===== src/hw/rtl/ppm_bsp_pkg.sv =====
`timescale 1ns / 1ps
// ----------------------------------------------------------------------------
// P6 stream parser package
// Shared types, character codes and sizes for the P6 image stream parser.
// ----------------------------------------------------------------------------
package ppm_bsp_pkg;

  localparam int unsigned MAX_DIM_DEF = 4096;
  localparam int unsigned ACC_W       = 17;
  localparam int unsigned ACCX_W      = ACC_W + 4;
  localparam int unsigned IMG_W       = 13;
  localparam int unsigned COLOR_W     = 8;
  localparam int unsigned DEPTH_LIMIT = 65535;
  localparam int unsigned MID_DEPTH   = 2;
  localparam int unsigned OUT_DEPTH   = 2;

  localparam logic [7:0] CHAR_P     = 8'h50;
  localparam logic [7:0] CHAR_SIX   = 8'h36;
  localparam logic [7:0] CHAR_HASH  = 8'h23;
  localparam logic [7:0] CHAR_NL    = 8'h0A;
  localparam logic [7:0] CHAR_ZERO  = 8'h30;
  localparam logic [7:0] CHAR_NINE  = 8'h39;
  localparam logic [7:0] CHAR_SPACE = 8'h20;
  localparam logic [7:0] CHAR_TAB   = 8'h09;
  localparam logic [7:0] CHAR_CR    = 8'h0D;

  typedef enum logic [1:0] {
    KIND_HEADER = 2'd0,
    KIND_PIXEL  = 2'd1,
    KIND_ERROR  = 2'd2
  } kind_e;

  typedef enum logic [1:0] {
    ERR_NONE  = 2'd0,
    ERR_TRUNC = 2'd1,
    ERR_SIG   = 2'd2,
    ERR_FIELD = 2'd3
  } err_e;

  typedef enum logic [3:0] {
    PH_SIG_P       = 4'd0,
    PH_SIG_6       = 4'd1,
    PH_SIG_WS      = 4'd2,
    PH_OPT_COMMENT = 4'd3,
    PH_COMMENT     = 4'd4,
    PH_WIDTH       = 4'd5,
    PH_HEIGHT      = 4'd6,
    PH_DEPTH       = 4'd7,
    PH_PIXELS      = 4'd8,
    PH_DONE        = 4'd9,
    PH_ERROR       = 4'd10
  } phase_e;

  typedef struct packed {
    logic [7:0] data;
    logic       eof;
    logic       start;
    logic       is_digit;
    logic [3:0] digit;
    logic       is_space;
    logic       is_p;
    logic       is_six;
    logic       is_hash;
    logic       is_nl;
  } cls_t;

  typedef struct packed {
    kind_e              kind;
    err_e               error_code;
    logic [IMG_W-1:0]   image_width;
    logic [IMG_W-1:0]   image_height;
    logic [COLOR_W-1:0] red;
    logic [COLOR_W-1:0] green;
    logic [COLOR_W-1:0] blue;
    logic               last;
  } res_t;

endpackage


===== src/hw/rtl/ppm_bsp_top.sv =====
`timescale 1ns / 1ps
// ----------------------------------------------------------------------------
// P6 image stream parser
// Parses a binary P6 image byte stream into a header item and pixel items.
// ----------------------------------------------------------------------------
// The parser takes one byte item per clock cycle while the result queue is not
// full: every byte is handled by one step of the header state machine in the
// back end, which writes any result item into the result queue in the same
// cycle that it takes the byte from the first queue. A front end
// classifies each byte and places it in a two-entry queue; the back end
// parses and writes results into a two-entry result queue, so a stalled
// consumer holds up the input only once both queues are full. Errors leave
// the parser idle until an item arrives with start_file_i set.
module ppm_binary_stream_parser_top import ppm_bsp_pkg::*; #(
  parameter int unsigned MaxDim = MAX_DIM_DEF
) (
  input  logic               clk_i,
  input  logic               rst_ni,
  input  logic               push,
  output logic               full,
  input  logic [7:0]         data_byte_i,
  input  logic               end_of_file_i,
  input  logic               start_file_i,
  input  logic               pop,
  output logic               empty,
  output logic [1:0]         kind_o,
  output logic [1:0]         error_code_o,
  output logic [IMG_W-1:0]   image_width_o,
  output logic [IMG_W-1:0]   image_height_o,
  output logic [COLOR_W-1:0] red_o,
  output logic [COLOR_W-1:0] green_o,
  output logic [COLOR_W-1:0] blue_o,
  output logic               last_o
);

  cls_t cls_in, cls_mid;
  res_t res_back, res_out;
  logic mid_empty, mid_pop;
  logic res_full, res_push;

  ppm_bsp_front u_front (
    .data_byte_i   (data_byte_i),
    .end_of_file_i (end_of_file_i),
    .start_file_i  (start_file_i),
    .cls_o         (cls_in)
  );

  ppm_bsp_fifo #(
    .item_t (cls_t),
    .Depth  (MID_DEPTH)
  ) u_mid_fifo (
    .clk_i   (clk_i),
    .rst_ni  (rst_ni),
    .push_i  (push),
    .data_i  (cls_in),
    .full_o  (full),
    .pop_i   (mid_pop),
    .data_o  (cls_mid),
    .empty_o (mid_empty)
  );

  ppm_bsp_back #(
    .MaxDim (MaxDim)
  ) u_back (
    .clk_i       (clk_i),
    .rst_ni      (rst_ni),
    .cls_valid_i (!mid_empty),
    .cls_i       (cls_mid),
    .cls_pop_o   (mid_pop),
    .res_full_i  (res_full),
    .res_push_o  (res_push),
    .res_o       (res_back)
  );

  ppm_bsp_fifo #(
    .item_t (res_t),
    .Depth  (OUT_DEPTH)
  ) u_out_fifo (
    .clk_i   (clk_i),
    .rst_ni  (rst_ni),
    .push_i  (res_push),
    .data_i  (res_back),
    .full_o  (res_full),
    .pop_i   (pop),
    .data_o  (res_out),
    .empty_o (empty)
  );

  assign kind_o         = res_out.kind;
  assign error_code_o   = res_out.error_code;
  assign image_width_o  = res_out.image_width;
  assign image_height_o = res_out.image_height;
  assign red_o          = res_out.red;
  assign green_o        = res_out.green;
  assign blue_o         = res_out.blue;
  assign last_o         = res_out.last;

endmodule


===== src/hw/rtl/ppm_bsp_front.sv =====
`timescale 1ns / 1ps
// ----------------------------------------------------------------------------
// P6 stream parser front end
// Classifies each incoming byte into the character classes the parser needs.
// ----------------------------------------------------------------------------
module ppm_bsp_front import ppm_bsp_pkg::*; (
  input  logic [7:0] data_byte_i,
  input  logic       end_of_file_i,
  input  logic       start_file_i,
  output cls_t       cls_o
);

  logic [7:0] rel;

  assign rel = data_byte_i - CHAR_ZERO;

  always_comb begin
    cls_o          = '0;
    cls_o.data     = data_byte_i;
    cls_o.eof      = end_of_file_i;
    cls_o.start    = start_file_i;
    cls_o.is_digit = (data_byte_i >= CHAR_ZERO) && (data_byte_i <= CHAR_NINE);
    cls_o.digit    = rel[3:0];
    cls_o.is_space = (data_byte_i == CHAR_SPACE) ||
                     ((data_byte_i >= CHAR_TAB) && (data_byte_i <= CHAR_CR));
    cls_o.is_p     = (data_byte_i == CHAR_P);
    cls_o.is_six   = (data_byte_i == CHAR_SIX);
    cls_o.is_hash  = (data_byte_i == CHAR_HASH);
    cls_o.is_nl    = (data_byte_i == CHAR_NL);
  end

endmodule


===== src/hw/rtl/ppm_bsp_fifo.sv =====
`timescale 1ns / 1ps
// ----------------------------------------------------------------------------
// P6 stream parser queue
// Small first-in first-out queue used between the parser stages.
// ----------------------------------------------------------------------------
module ppm_bsp_fifo import ppm_bsp_pkg::*; #(
  parameter type         item_t = cls_t,
  parameter int unsigned Depth  = MID_DEPTH
) (
  input  logic  clk_i,
  input  logic  rst_ni,
  input  logic  push_i,
  input  item_t data_i,
  output logic  full_o,
  input  logic  pop_i,
  output item_t data_o,
  output logic  empty_o
);

  localparam int unsigned PTR_W = (Depth > 1) ? $clog2(Depth) : 1;
  localparam int unsigned CNT_W = $clog2(Depth + 1);

  item_t            mem_q [Depth];
  logic [PTR_W-1:0] wr_ptr_q, wr_ptr_d;
  logic [PTR_W-1:0] rd_ptr_q, rd_ptr_d;
  logic [CNT_W-1:0] cnt_q, cnt_d;
  logic             do_push, do_pop;

  assign full_o  = (cnt_q == CNT_W'(Depth));
  assign empty_o = (cnt_q == '0);
  assign do_push = push_i && !full_o;
  assign do_pop  = pop_i && !empty_o;
  assign data_o  = mem_q[rd_ptr_q];

  always_comb begin
    wr_ptr_d = wr_ptr_q;
    rd_ptr_d = rd_ptr_q;
    cnt_d    = cnt_q;
    if (do_push) begin
      wr_ptr_d = (wr_ptr_q == PTR_W'(Depth - 1)) ? '0 : wr_ptr_q + PTR_W'(1);
    end
    if (do_pop) begin
      rd_ptr_d = (rd_ptr_q == PTR_W'(Depth - 1)) ? '0 : rd_ptr_q + PTR_W'(1);
    end
    if (do_push && !do_pop) begin
      cnt_d = cnt_q + CNT_W'(1);
    end else if (do_pop && !do_push) begin
      cnt_d = cnt_q - CNT_W'(1);
    end
  end

  always_ff @(posedge clk_i or negedge rst_ni) begin
    if (!rst_ni) begin
      wr_ptr_q <= '0;
      rd_ptr_q <= '0;
      cnt_q    <= '0;
    end else begin
      wr_ptr_q <= wr_ptr_d;
      rd_ptr_q <= rd_ptr_d;
      cnt_q    <= cnt_d;
    end
  end

  always_ff @(posedge clk_i) begin
    if (do_push) begin
      mem_q[wr_ptr_q] <= data_i;
    end
  end

  assert property (@(posedge clk_i) disable iff (!rst_ni) cnt_q <= CNT_W'(Depth))
    else $error("queue count exceeds its depth");

  assert property (@(posedge clk_i) disable iff (!rst_ni)
    (do_push && !do_pop) |=> (cnt_q == $past(cnt_q) + CNT_W'(1)))
    else $error("queue count did not follow a lone push");

endmodule


===== src/hw/rtl/ppm_bsp_back.sv =====
`timescale 1ns / 1ps
// ----------------------------------------------------------------------------
// P6 stream parser back end
// Runs the header state machine and the pixel assembly on classified items.
// ----------------------------------------------------------------------------
module ppm_bsp_back import ppm_bsp_pkg::*; #(
  parameter int unsigned MaxDim = MAX_DIM_DEF
) (
  input  logic clk_i,
  input  logic rst_ni,
  input  logic cls_valid_i,
  input  cls_t cls_i,
  output logic cls_pop_o,
  input  logic res_full_i,
  output logic res_push_o,
  output res_t res_o
);

  localparam int unsigned DIM_W = $clog2(MaxDim + 1);
  localparam int unsigned PIX_W = 2 * DIM_W;
  localparam logic [ACCX_W-1:0] DimLimit   = ACCX_W'(MaxDim);
  localparam logic [ACCX_W-1:0] DepthLimit = ACCX_W'(DEPTH_LIMIT);

  phase_e             phase_q, phase_d, eff_phase, num_phase;
  logic [ACC_W-1:0]   acc_q, acc_d, eff_acc;
  logic               seen_q, seen_d, eff_seen;
  logic [DIM_W-1:0]   width_q, width_d, height_q, height_d;
  logic [PIX_W-1:0]   left_q, left_d, pix_total;
  logic [1:0]         bip_q, bip_d;
  logic [COLOR_W-1:0] red_q, red_d, green_q, green_d;
  logic [ACCX_W-1:0]  acc_x, acc_v;
  logic               step, over, prod_zero;
  logic               err_raise, dig_ok, commit_w, commit_h, hdr, pix_byte;
  err_e               err_code;

  assign step      = cls_valid_i && !res_full_i;
  assign cls_pop_o = step;

  assign eff_phase = cls_i.start ? PH_SIG_P : phase_q;
  assign eff_acc   = cls_i.start ? '0 : acc_q;
  assign eff_seen  = cls_i.start ? 1'b0 : seen_q;
  assign num_phase = (eff_phase == PH_OPT_COMMENT) ? PH_WIDTH : eff_phase;

  assign acc_x     = ACCX_W'(eff_acc);
  assign acc_v     = (acc_x << 3) + (acc_x << 1) + ACCX_W'(cls_i.digit);
  assign over      = acc_v > ((num_phase == PH_DEPTH) ? DepthLimit : DimLimit);
  assign pix_total = PIX_W'(width_q) * PIX_W'(height_q);
  assign prod_zero = (width_q == '0) || (height_q == '0);

  always_comb begin
    phase_d   = phase_q;
    err_raise = 1'b0;
    err_code  = ERR_NONE;
    dig_ok    = 1'b0;
    commit_w  = 1'b0;
    commit_h  = 1'b0;
    hdr       = 1'b0;
    pix_byte  = 1'b0;
    if (step) begin
      phase_d = eff_phase;
      priority if (eff_phase == PH_ERROR || eff_phase == PH_DONE) begin
        phase_d = eff_phase;
      end else if (cls_i.eof) begin
        err_raise = 1'b1;
        err_code  = ERR_TRUNC;
      end else begin
        unique case (eff_phase)
          PH_SIG_P: begin
            if (cls_i.is_p) phase_d = PH_SIG_6;
            else begin
              err_raise = 1'b1;
              err_code  = ERR_SIG;
            end
          end
          PH_SIG_6: begin
            if (cls_i.is_six) phase_d = PH_SIG_WS;
            else begin
              err_raise = 1'b1;
              err_code  = ERR_SIG;
            end
          end
          PH_SIG_WS: begin
            if (cls_i.is_space) phase_d = PH_OPT_COMMENT;
            else begin
              err_raise = 1'b1;
              err_code  = ERR_SIG;
            end
          end
          PH_COMMENT: begin
            if (cls_i.is_nl) phase_d = PH_WIDTH;
          end
          PH_OPT_COMMENT, PH_WIDTH, PH_HEIGHT, PH_DEPTH: begin
            if ((eff_phase == PH_OPT_COMMENT) && cls_i.is_hash) begin
              phase_d = PH_COMMENT;
            end else begin
              phase_d = num_phase;
              if (cls_i.is_digit) begin
                if (over) begin
                  err_raise = 1'b1;
                  err_code  = ERR_FIELD;
                end else begin
                  dig_ok = 1'b1;
                end
              end else if (!cls_i.is_space) begin
                err_raise = 1'b1;
                err_code  = ERR_FIELD;
              end else if (eff_seen) begin
                unique case (num_phase)
                  PH_WIDTH: begin
                    commit_w = 1'b1;
                    phase_d  = PH_HEIGHT;
                  end
                  PH_HEIGHT: begin
                    commit_h = 1'b1;
                    phase_d  = PH_DEPTH;
                  end
                  default: begin
                    if (cls_i.is_nl) begin
                      hdr     = 1'b1;
                      phase_d = prod_zero ? PH_DONE : PH_PIXELS;
                    end else begin
                      err_raise = 1'b1;
                      err_code  = ERR_FIELD;
                    end
                  end
                endcase
              end
            end
          end
          PH_PIXELS: begin
            pix_byte = 1'b1;
            if ((bip_q == 2'd2) && (left_q == PIX_W'(1))) phase_d = PH_DONE;
          end
          default: phase_d = eff_phase;
        endcase
      end
      if (err_raise) phase_d = PH_ERROR;
    end
  end

  always_comb begin
    acc_d      = acc_q;
    seen_d     = seen_q;
    width_d    = width_q;
    height_d   = height_q;
    left_d     = left_q;
    bip_d      = bip_q;
    red_d      = red_q;
    green_d    = green_q;
    res_push_o = 1'b0;
    res_o      = '0;
    if (step) begin
      acc_d  = eff_acc;
      seen_d = eff_seen;
      if (dig_ok) begin
        acc_d  = acc_v[ACC_W-1:0];
        seen_d = 1'b1;
      end
      if (commit_w || commit_h || hdr) begin
        acc_d  = '0;
        seen_d = 1'b0;
      end
      if (commit_w) width_d = DIM_W'(eff_acc);
      if (commit_h) height_d = DIM_W'(eff_acc);
      if (hdr) begin
        left_d             = pix_total;
        bip_d              = 2'd0;
        res_push_o         = 1'b1;
        res_o.kind         = KIND_HEADER;
        res_o.error_code   = ERR_NONE;
        res_o.image_width  = IMG_W'(width_q);
        res_o.image_height = IMG_W'(height_q);
        res_o.last         = prod_zero;
      end
      if (pix_byte) begin
        unique case (bip_q)
          2'd0: begin
            red_d = cls_i.data;
            bip_d = 2'd1;
          end
          2'd1: begin
            green_d = cls_i.data;
            bip_d   = 2'd2;
          end
          default: begin
            bip_d              = 2'd0;
            left_d             = left_q - PIX_W'(1);
            res_push_o         = 1'b1;
            res_o.kind         = KIND_PIXEL;
            res_o.error_code   = ERR_NONE;
            res_o.image_width  = IMG_W'(width_q);
            res_o.image_height = IMG_W'(height_q);
            res_o.red          = red_q;
            res_o.green        = green_q;
            res_o.blue         = cls_i.data;
            res_o.last         = (left_q == PIX_W'(1));
          end
        endcase
      end
      if (err_raise) begin
        res_push_o       = 1'b1;
        res_o            = '0;
        res_o.kind       = KIND_ERROR;
        res_o.error_code = err_code;
      end
    end
  end

  always_ff @(posedge clk_i or negedge rst_ni) begin
    if (!rst_ni) begin
      phase_q  <= PH_SIG_P;
      acc_q    <= '0;
      seen_q   <= 1'b0;
      width_q  <= '0;
      height_q <= '0;
      left_q   <= '0;
      bip_q    <= 2'd0;
    end else begin
      phase_q  <= phase_d;
      acc_q    <= acc_d;
      seen_q   <= seen_d;
      width_q  <= width_d;
      height_q <= height_d;
      left_q   <= left_d;
      bip_q    <= bip_d;
    end
  end

  always_ff @(posedge clk_i) begin
    red_q   <= red_d;
    green_q <= green_d;
  end

  assert property (@(posedge clk_i) disable iff (!rst_ni)
    (res_push_o && (res_o.kind == KIND_ERROR)) |=> (phase_q == PH_ERROR))
    else $error("error item issued without entering the error phase");

  assert property (@(posedge clk_i) disable iff (!rst_ni)
    (phase_q == PH_PIXELS) |-> (left_q != '0))
    else $error("pixel phase with no pixels left");

endmodule


===== config.mk =====
export PLATFORM = sky130hd
export DESIGN_NAME = ppm_binary_stream_parser_top
export DESIGN_NICKNAME = d
export VERILOG_FILES = /design/src/hw/rtl/ppm_bsp_pkg.sv /design/src/hw/rtl/ppm_bsp_top.sv /design/src/hw/rtl/ppm_bsp_front.sv /design/src/hw/rtl/ppm_bsp_fifo.sv /design/src/hw/rtl/ppm_bsp_back.sv
export SDC_FILE = /design/constraint.sdc
export NUM_CORES = 1
export LEC_CHECK = 0
export BUFFER_PORTS_ARGS = -buffer_cell sky130_fd_sc_hd__buf_2
export CAP_MARGIN = 15
export CORE_ASPECT_RATIO = 1.1
export CORE_MARGIN = 8
export CORE_UTILIZATION = 52
export CTS_CLUSTER_SIZE = 14
export DETAILED_ROUTE_END_ITERATION = 7
export GPL_TIMING_DRIVEN = 0
export PLACE_DENSITY = 0.74
export SYNTH_ARGS = -nofsm -noshare
export SYNTH_HDL_FRONTEND = slang
export SYNTH_SLANG_ARGS = --single-unit

===== constraint.sdc =====
create_clock -name clk_i -period 10.3 [get_ports clk_i]
set_input_delay 3.09 -clock clk_i [delete_from_list [all_inputs] [get_ports clk_i]]
set_output_delay 3.09 -clock clk_i [all_outputs]
set_load 0.005 [all_outputs]

Yosys cells after proc, flatten, opt, wreduce, memory -nomap -nowiden
Memory sizes are Yosys's and may differ from the RTL's.
Index checks and enable logic that the tools add are counted.
Widths: inputs -> output; s select.
- flip-flop bits (word level): 100
- RAM bits: 150
- bits of input ports: 14
- output and inout bits: 57
- logic and storage cells: 222
- memories kept: 2
- add/sub/neg operators: 12
- multiply operators: 1
- order comparisons: 5
- equal/unequal tests: 23
- muxes and demuxes: 121
- reductions and logical operators: 43
- memory list (name ; words ; bits a word ; rd ports ; clocked after memory_dff ; write ports ; line ; source):
    u_out_fifo.mem_q ; 2 ; 55 ; 1 ; 0 ; 1 ; ppm_bsp_fifo.sv:23 ; item_t mem_q [Depth];
    u_mid_fifo.mem_q ; 2 ; 20 ; 1 ; 0 ; 1 ; ppm_bsp_fifo.sv:23 ;
- operators with widths (kind ; number):
    $mux 55 ; 3
    $mux 26 ; 4
    $mux 1 ; 71
    $mux 4 ; 15
    $mux 54 ; 1
    $mux 17 ; 3
    $mux 2 ; 18
    $eq 4x3->1 const B ; 7
    $eq 26x1->1 const B ; 1
    $logic_not 13->1 ; 2
    $mul 13x13->26 ; 1
    $sub 26x1->26 const B ; 1
    $eq 8x6->1 const B ; 3
    $pmux 4 s6 ; 1
    $add 20x18->21 ; 1
    $add 21x4->21 ; 1
    $gt 21x21->1 ; 1
    $mux 16 ; 1
    $logic_and 1x1->1 ; 13
    $eq 4x4->1 const B ; 3
    $eq 4x2->1 const B ; 2
    $eq 8x4->1 const B ; 1
    $eq 8x7->1 const B ; 1
    $ge 8x4->1 const B ; 1
    23 further kinds ; 49

Depth between registers and ports, before layout
An unclocked memory read counts as a cell.
- depth after elaboration: 25
- depth in mapped cells: 28
- mapped depth without buffers: 26

Cells and area by module
From an unflattened synthesis, not the netlist that was laid out.
- cell total of the unflattened synthesis: 1642
- area, all modules: 18066.1 um2
- by module, submodules not included (module ; instances ; cells each ; area an instance (um2) ; sequential area each (um2)):
    ppm_bsp_back ; 1 ; 1336 ; 11830.1 ; 2382.3
    ppm_bsp_fifo at u_out_fifo ; 1 ; 190 ; 4330.4 ; 3403.3
    ppm_bsp_fifo at u_mid_fifo ; 1 ; 81 ; 1637.8 ; 1301.2
    ppm_bsp_front ; 1 ; 34 ; 264.0 ; 0.0
    ppm_binary_stream_parser_top ; 1 ; 1 ; 3.8 ; 0.0

Worst setup path before layout
OpenSTA, ideal clock, no wires.
- path type: reg2reg
- start: register u_mid_fifo.rd_ptr_q
- end: memory u_out_fifo.mem_q[0][0] in the netlist's numbering (enable)
- data arrival time: 8.445 ns
- path slack: 1.319 ns
- cell stages (with the launch flop): 24
- path buffers: 2
- cell sequence: dfrtp_1 -> buf_2 -> buf_1 -> mux2i_1 -> inv_1 -> xnor2_1 -> ha_1 -> ha_1 -> a211oi_1 -> o21ai_0 -> a21o_1 -> a21oi_1 -> o21ai_0 -> or2_2 -> xor2_1 -> ha_1 -> nand3_1 -> nor2_1 -> o21ai_0 -> a31o_2 -> a21oi_1 -> o211ai_1 -> and4_1 -> nor3_1
- longest elaborated chain between the ends: 23
- elaborated cells on any way between the ends: 63
- those cells by class: add/sub: 2; order compare: 1; eq/ne: 12; mux: 41; reduce/logical: 6; memory: 1
- ends and longest elaborated chain (element ; line ; source):
    from (decl) ; ppm_bsp_fifo.sv:25 ; logic [PTR_W-1:0] rd_ptr_q, rd_ptr_d;
    from (signal assigned) ; ppm_bsp_fifo.sv:59 ; rd_ptr_q <= rd_ptr_d;
    $mem_v2 2x20 * ; - ;
    parallel branches: the longest is 17 deep, another holds $add 20x18->21 ; - ;
    $mux 1 * ; ppm_bsp_back.sv:200 ; if (err_raise) begin
    $mux 1 * ; ppm_bsp_back.sv:152 ; if (step) begin
    $logic_and 1x1->1 * ; ppm_bsp_fifo.sv:31 ; assign do_push = push_i && !full_o;
    $mux 1 * ; ppm_bsp_fifo.sv:65 ; if (do_push) begin
    $mux 1 (not written as such) * ; ppm_bsp_fifo.sv:66 ; mem_q[wr_ptr_q] <= data_i;
    to (decl) ; ppm_bsp_fifo.sv:23 ;
Every way passes the cells marked *. The select of a mux whose other input is x is not followed.

Final worst setup path
- start: register u_mid_fifo.rd_ptr_q
- end: memory u_out_fifo.mem_q[1][34] in the netlist's numbering (enable)
- longest elaborated chain between the ends: 23
- elaborated cells on any way between the ends: 63
- those cells by class: add/sub: 2; order compare: 1; eq/ne: 12; mux: 41; reduce/logical: 6; memory: 1
- ends and longest elaborated chain (element ; line ; source):
    $mem_v2 2x20 * ; - ;
    parallel branches: the longest is 17 deep, another holds $add 20x18->21 ; - ;
    $mux 1 * ; ppm_bsp_back.sv:200 ;
    $mux 1 * ; ppm_bsp_back.sv:152 ;
    $logic_and 1x1->1 * ; ppm_bsp_fifo.sv:31 ;
    via u_out_fifo.do_push ; ppm_bsp_fifo.sv:27 ; logic do_push, do_pop;
    $mux 1 * ; ppm_bsp_fifo.sv:65 ;
    $mux 1 (not written as such) * ; ppm_bsp_fifo.sv:66 ;
Mark *: on every way through the listed nets, which the timed path passes. The select of a mux whose other input is x is not followed.

==> flow_metrics.env <==
export IMPL_status="complete, no violations"
export IMPL_cts_hold_buf=0
export IMPL_antenna_left=0
export IMPL_synthFlopType="edfxtp_1"
export IMPL_drtIter0Drc=922
export IMPL_dp_slack_ns=3.03
export IMPL_min_period_ns=7.29
export IMPL_cp_start_kind="flip-flop"
export IMPL_grt_antenna_before_repair=1
export IMPL_portBuffers=70
export IMPL_cellPowerDensity_mw_per_mm2=194
export IMPL_slew_headroom_pct=46.5
export IMPL_end_kind="flip-flop"
export IMPL_vias=12500
export IMPL_grt_pass1_vias=12700
export IMPL_via_per_inst=5.77
export IMPL_syn_nets=1864
export IMPL_clock_path_buffers=3
export IMPL_final_layout_size_suffix_gt1_share_pct=13.6
export IMPL_critPathKind="flip-flop to flip-flop"
export IMPL_fmax_mhz=137
export IMPL_syn_inst=1609
export IMPL_tightest_slew_ns=0.780
export IMPL_async_flop_share_pct=34.7
export IMPL_area_delta_synth_final_pct=10.5
export IMPL_place_gp_congestion=0.972
export IMPL_drc=0
export IMPL_final_hold_viol_count=0
export IMPL_holdPathEnd="u_back.acc_q[16]$_DFFE_PN0P_"
export IMPL_setup_slack_ns=3.01
export IMPL_start_util_pct=52.4
export IMPL_setup_viol_count_final=0
export IMPL_period_share_pct=70.7
export IMPL_yosys_top_cells_area="edfxtp_1, fa_1, dfrtp_1, ha_1, mux2_2"
export IMPL_fin_total_pwr_mw=3.72
export IMPL_fp_row_count=70
export IMPL_synth_top_area_share_pct=27.3
export IMPL_drv_slew=0
export IMPL_nNetsFinal=1970
export IMPL_drv_cap=0
export IMPL_io_pins=71
export IMPL_dieArea_sq_mm=0.0395
export IMPL_required_ns=10.51
export IMPL_rsz0062_at_grt="false"
export IMPL_ir_worst_vdd_v=0.000135
export IMPL_hp_start="u_back.acc_q[16]$_DFFE_PN0P_"
export IMPL_netlist_area_sq_mm=0.0174
export IMPL_syn_area_per_cell_sq_um=10.8
export IMPL_die_h_um=208
export IMPL_wire_per_inst_um=19.1
export IMPL_r2r_start="u_mid_fifo.rd_ptr_q$_DFFE_PN0P_"
export IMPL_cts_made_buffers=24
export IMPL_min_path_type="flip-flop to flip-flop"
export IMPL_fill_cells=2688
export IMPL_clock_latency_ns=0.54
export IMPL_postCtsResizedCells=0
export IMPL_fin_skew_ns=0.0306
export IMPL_reg2regPathDepth=25
export IMPL_wirelength_mm=41.3
export IMPL_hpwl_mm=31.3
export IMPL_grt_max_degree=59
export IMPL_antenna_cells=0
export IMPL_cts_sinks=242
export IMPL_synth_warnings=0
export IMPL_post_cts_setup_buffers=0
export IMPL_synth_top_area_cell="edfxtp_1"
export IMPL_final_cell_mix="nand2_1, inv_1, edfxtp_1"
export IMPL_critPathMaxFanout=40
export IMPL_ys_seq_area_share_pct=39.5
export IMPL_final_common_cell="nand2_1"
export IMPL_ys_ff_latch=242
export IMPL_cts_tree="done"
export IMPL_first_pass_iters=6
export IMPL_ff2ff_setup_slack_ns=3.01
export IMPL_htree_levels=1
export IMPL_grt_usage_pct=20.9
export IMPL_r2r_end="u_out_fifo.mem_q[1][34]$_DFFE_PP_"
export IMPL_clkTransAtPathRegs_ns=0.07
export IMPL_core_region_area_sq_mm=0.0331
export IMPL_ys_types=76
export IMPL_crit_arrival_ns=7.49
export IMPL_holdPathStages=1
export IMPL_leakage_nw=8.57
export IMPL_grt_overflow_total=0
export IMPL_synth_edf_count=158
export IMPL_dieWidth_um=190
export IMPL_grt_pass1_wl_mm=66.9
export IMPL_cts_root_buffer="clkbuf_16"
-- cells in the mapped netlist (19+ instances only) --
| master | count |
|---|---|
| mux2_2 | 81 |
| edfxtp_1 | 158 |
| inv_1 | 159 |
| fa_1 | 122 |
| o21ai_0 | 54 |
| nand3_1 | 19 |
| nor3_1 | 27 |
| nor2_1 | 80 |
| a21oi_1 | 61 |
| ha_1 | 119 |
| clkbuf_1 | 58 |
| nand2_1 | 168 |
| dfrtp_1 | 84 |
| xnor2_1 | 31 |
| and2_1 | 122 |
-- critical path, cell delays in order, from the launching register on --
cell and delay [ns]:
dfrtp_1 0.35, buf_2 0.27, buf_1 0.58, mux2i_1 0.54, inv_1 0.26, xnor2_1 0.19
ha_1 0.34, ha_1 0.32, a211oi_1 0.30, o21ai_0 0.18, a21o_1 0.21, a21oi_1 0.21
o21ai_0 0.15, or2_2 0.30, xor2_1 0.17, ha_1 0.31, nand3_1 0.09, nor2_1 0.16
o21ai_0 0.11, a31o_2 0.22, a21oi_1 0.12, o211ai_1 0.21, and4_1 0.28, nor2_1 0.26
and2_2 0.50, buf_12 0.30
-- where the power goes --
group          leakage, nW  internal, mW  switching, mW
Sequential            2.63          1.35          0.104
Clock                0.392         0.500          0.372
Combinational         5.55         0.561          0.838
-- registers in the layout (all words and copies together), names as in the netlist --
name	cells
u_out_fifo.rd_ptr_q	1
u_out_fifo.cnt_q	2
u_out_fifo.mem_q	110
u_back.bip_q	2
u_mid_fifo.cnt_q	2
u_mid_fifo.wr_ptr_q	1
u_back.width_q	13
u_mid_fifo.rd_ptr_q	1
u_back.left_q	26
u_mid_fifo.mem_q	32
u_back.seen_q	1
u_back.phase_q	4
u_back.red_q	8
u_back.acc_q	17
u_back.green_q	8
u_back.height_q	13
u_out_fifo.wr_ptr_q	1
-- layout make-up --
type,instances,area (sq um),area share (%)
buffer,68,264,1.38
inverter,160,601,3.13
tap,432,541,2.82
multi-input combinational,1139,9650,50.3
clock buffer,36,696,3.63
clock inverter,8,108,0.561
sequential,242,6850,35.7
timing repair buffer,80,479,2.50
-- worst max path at each step --
stage	startpoint	to	slack [ns]
global placement	u_mid_fifo.rd_ptr_q$_DFFE_PN0P_	u_out_fifo.mem_q[0][33]$_DFFE_PP_	-1.76
floorplan	u_mid_fifo.rd_ptr_q$_DFFE_PN0P_	u_out_fifo.mem_q[0][0]$_DFFE_PP_	1.32
global route	u_mid_fifo.rd_ptr_q$_DFFE_PN0P_	u_out_fifo.mem_q[1][42]$_DFFE_PP_	2.50
detailed placement	u_mid_fifo.rd_ptr_q$_DFFE_PN0P_	u_out_fifo.mem_q[1][34]$_DFFE_PP_	3.03
finish	u_mid_fifo.rd_ptr_q$_DFFE_PN0P_	u_out_fifo.mem_q[1][34]$_DFFE_PP_	3.01
CTS	u_mid_fifo.rd_ptr_q$_DFFE_PN0P_	u_out_fifo.mem_q[1][29]$_DFFE_PP_	2.92
-- stage by stage --
step                      instances  TNS [ns]  area, sq um  utilization (%)  hold slack (ns)
final                          2165         0        19200             57.9            0.489
after global routing           2165         0        19200             57.9            0.510
after global placement         2111    -96.25        18200             55.1            0.468
after detailed placement       2121         0        18400             55.5            0.471
after floorplan                1609         0        17400                -            0.444
after CTS                      2165         0        19200             57.9            0.493
-- cells by family after synthesis --
logic type | after synthesis | share of synthesized area, %
fa+ha+maj | 241 | 22.7
simple gates | 512 | 15.1
buf+inv | 228 | 4.98
flops | 242 | 39.5
xor+xnor | 47 | 2.37
compound gates | 245 | 9.40
mux | 94 | 6.03
-- routing by layer --
metal / share of wire, % / global-route usage, % / vias up
li1: - / - / 5775
met1: 41 / 27.2 / 6184
met2: 49 / 35.3 / 444
met3: 7.4 / 3.24 / 82
met4: 2.9 / 6.48 / 0
met5: 0 / 0 / -
Note: power is estimated with default switching activity, not from simulation.
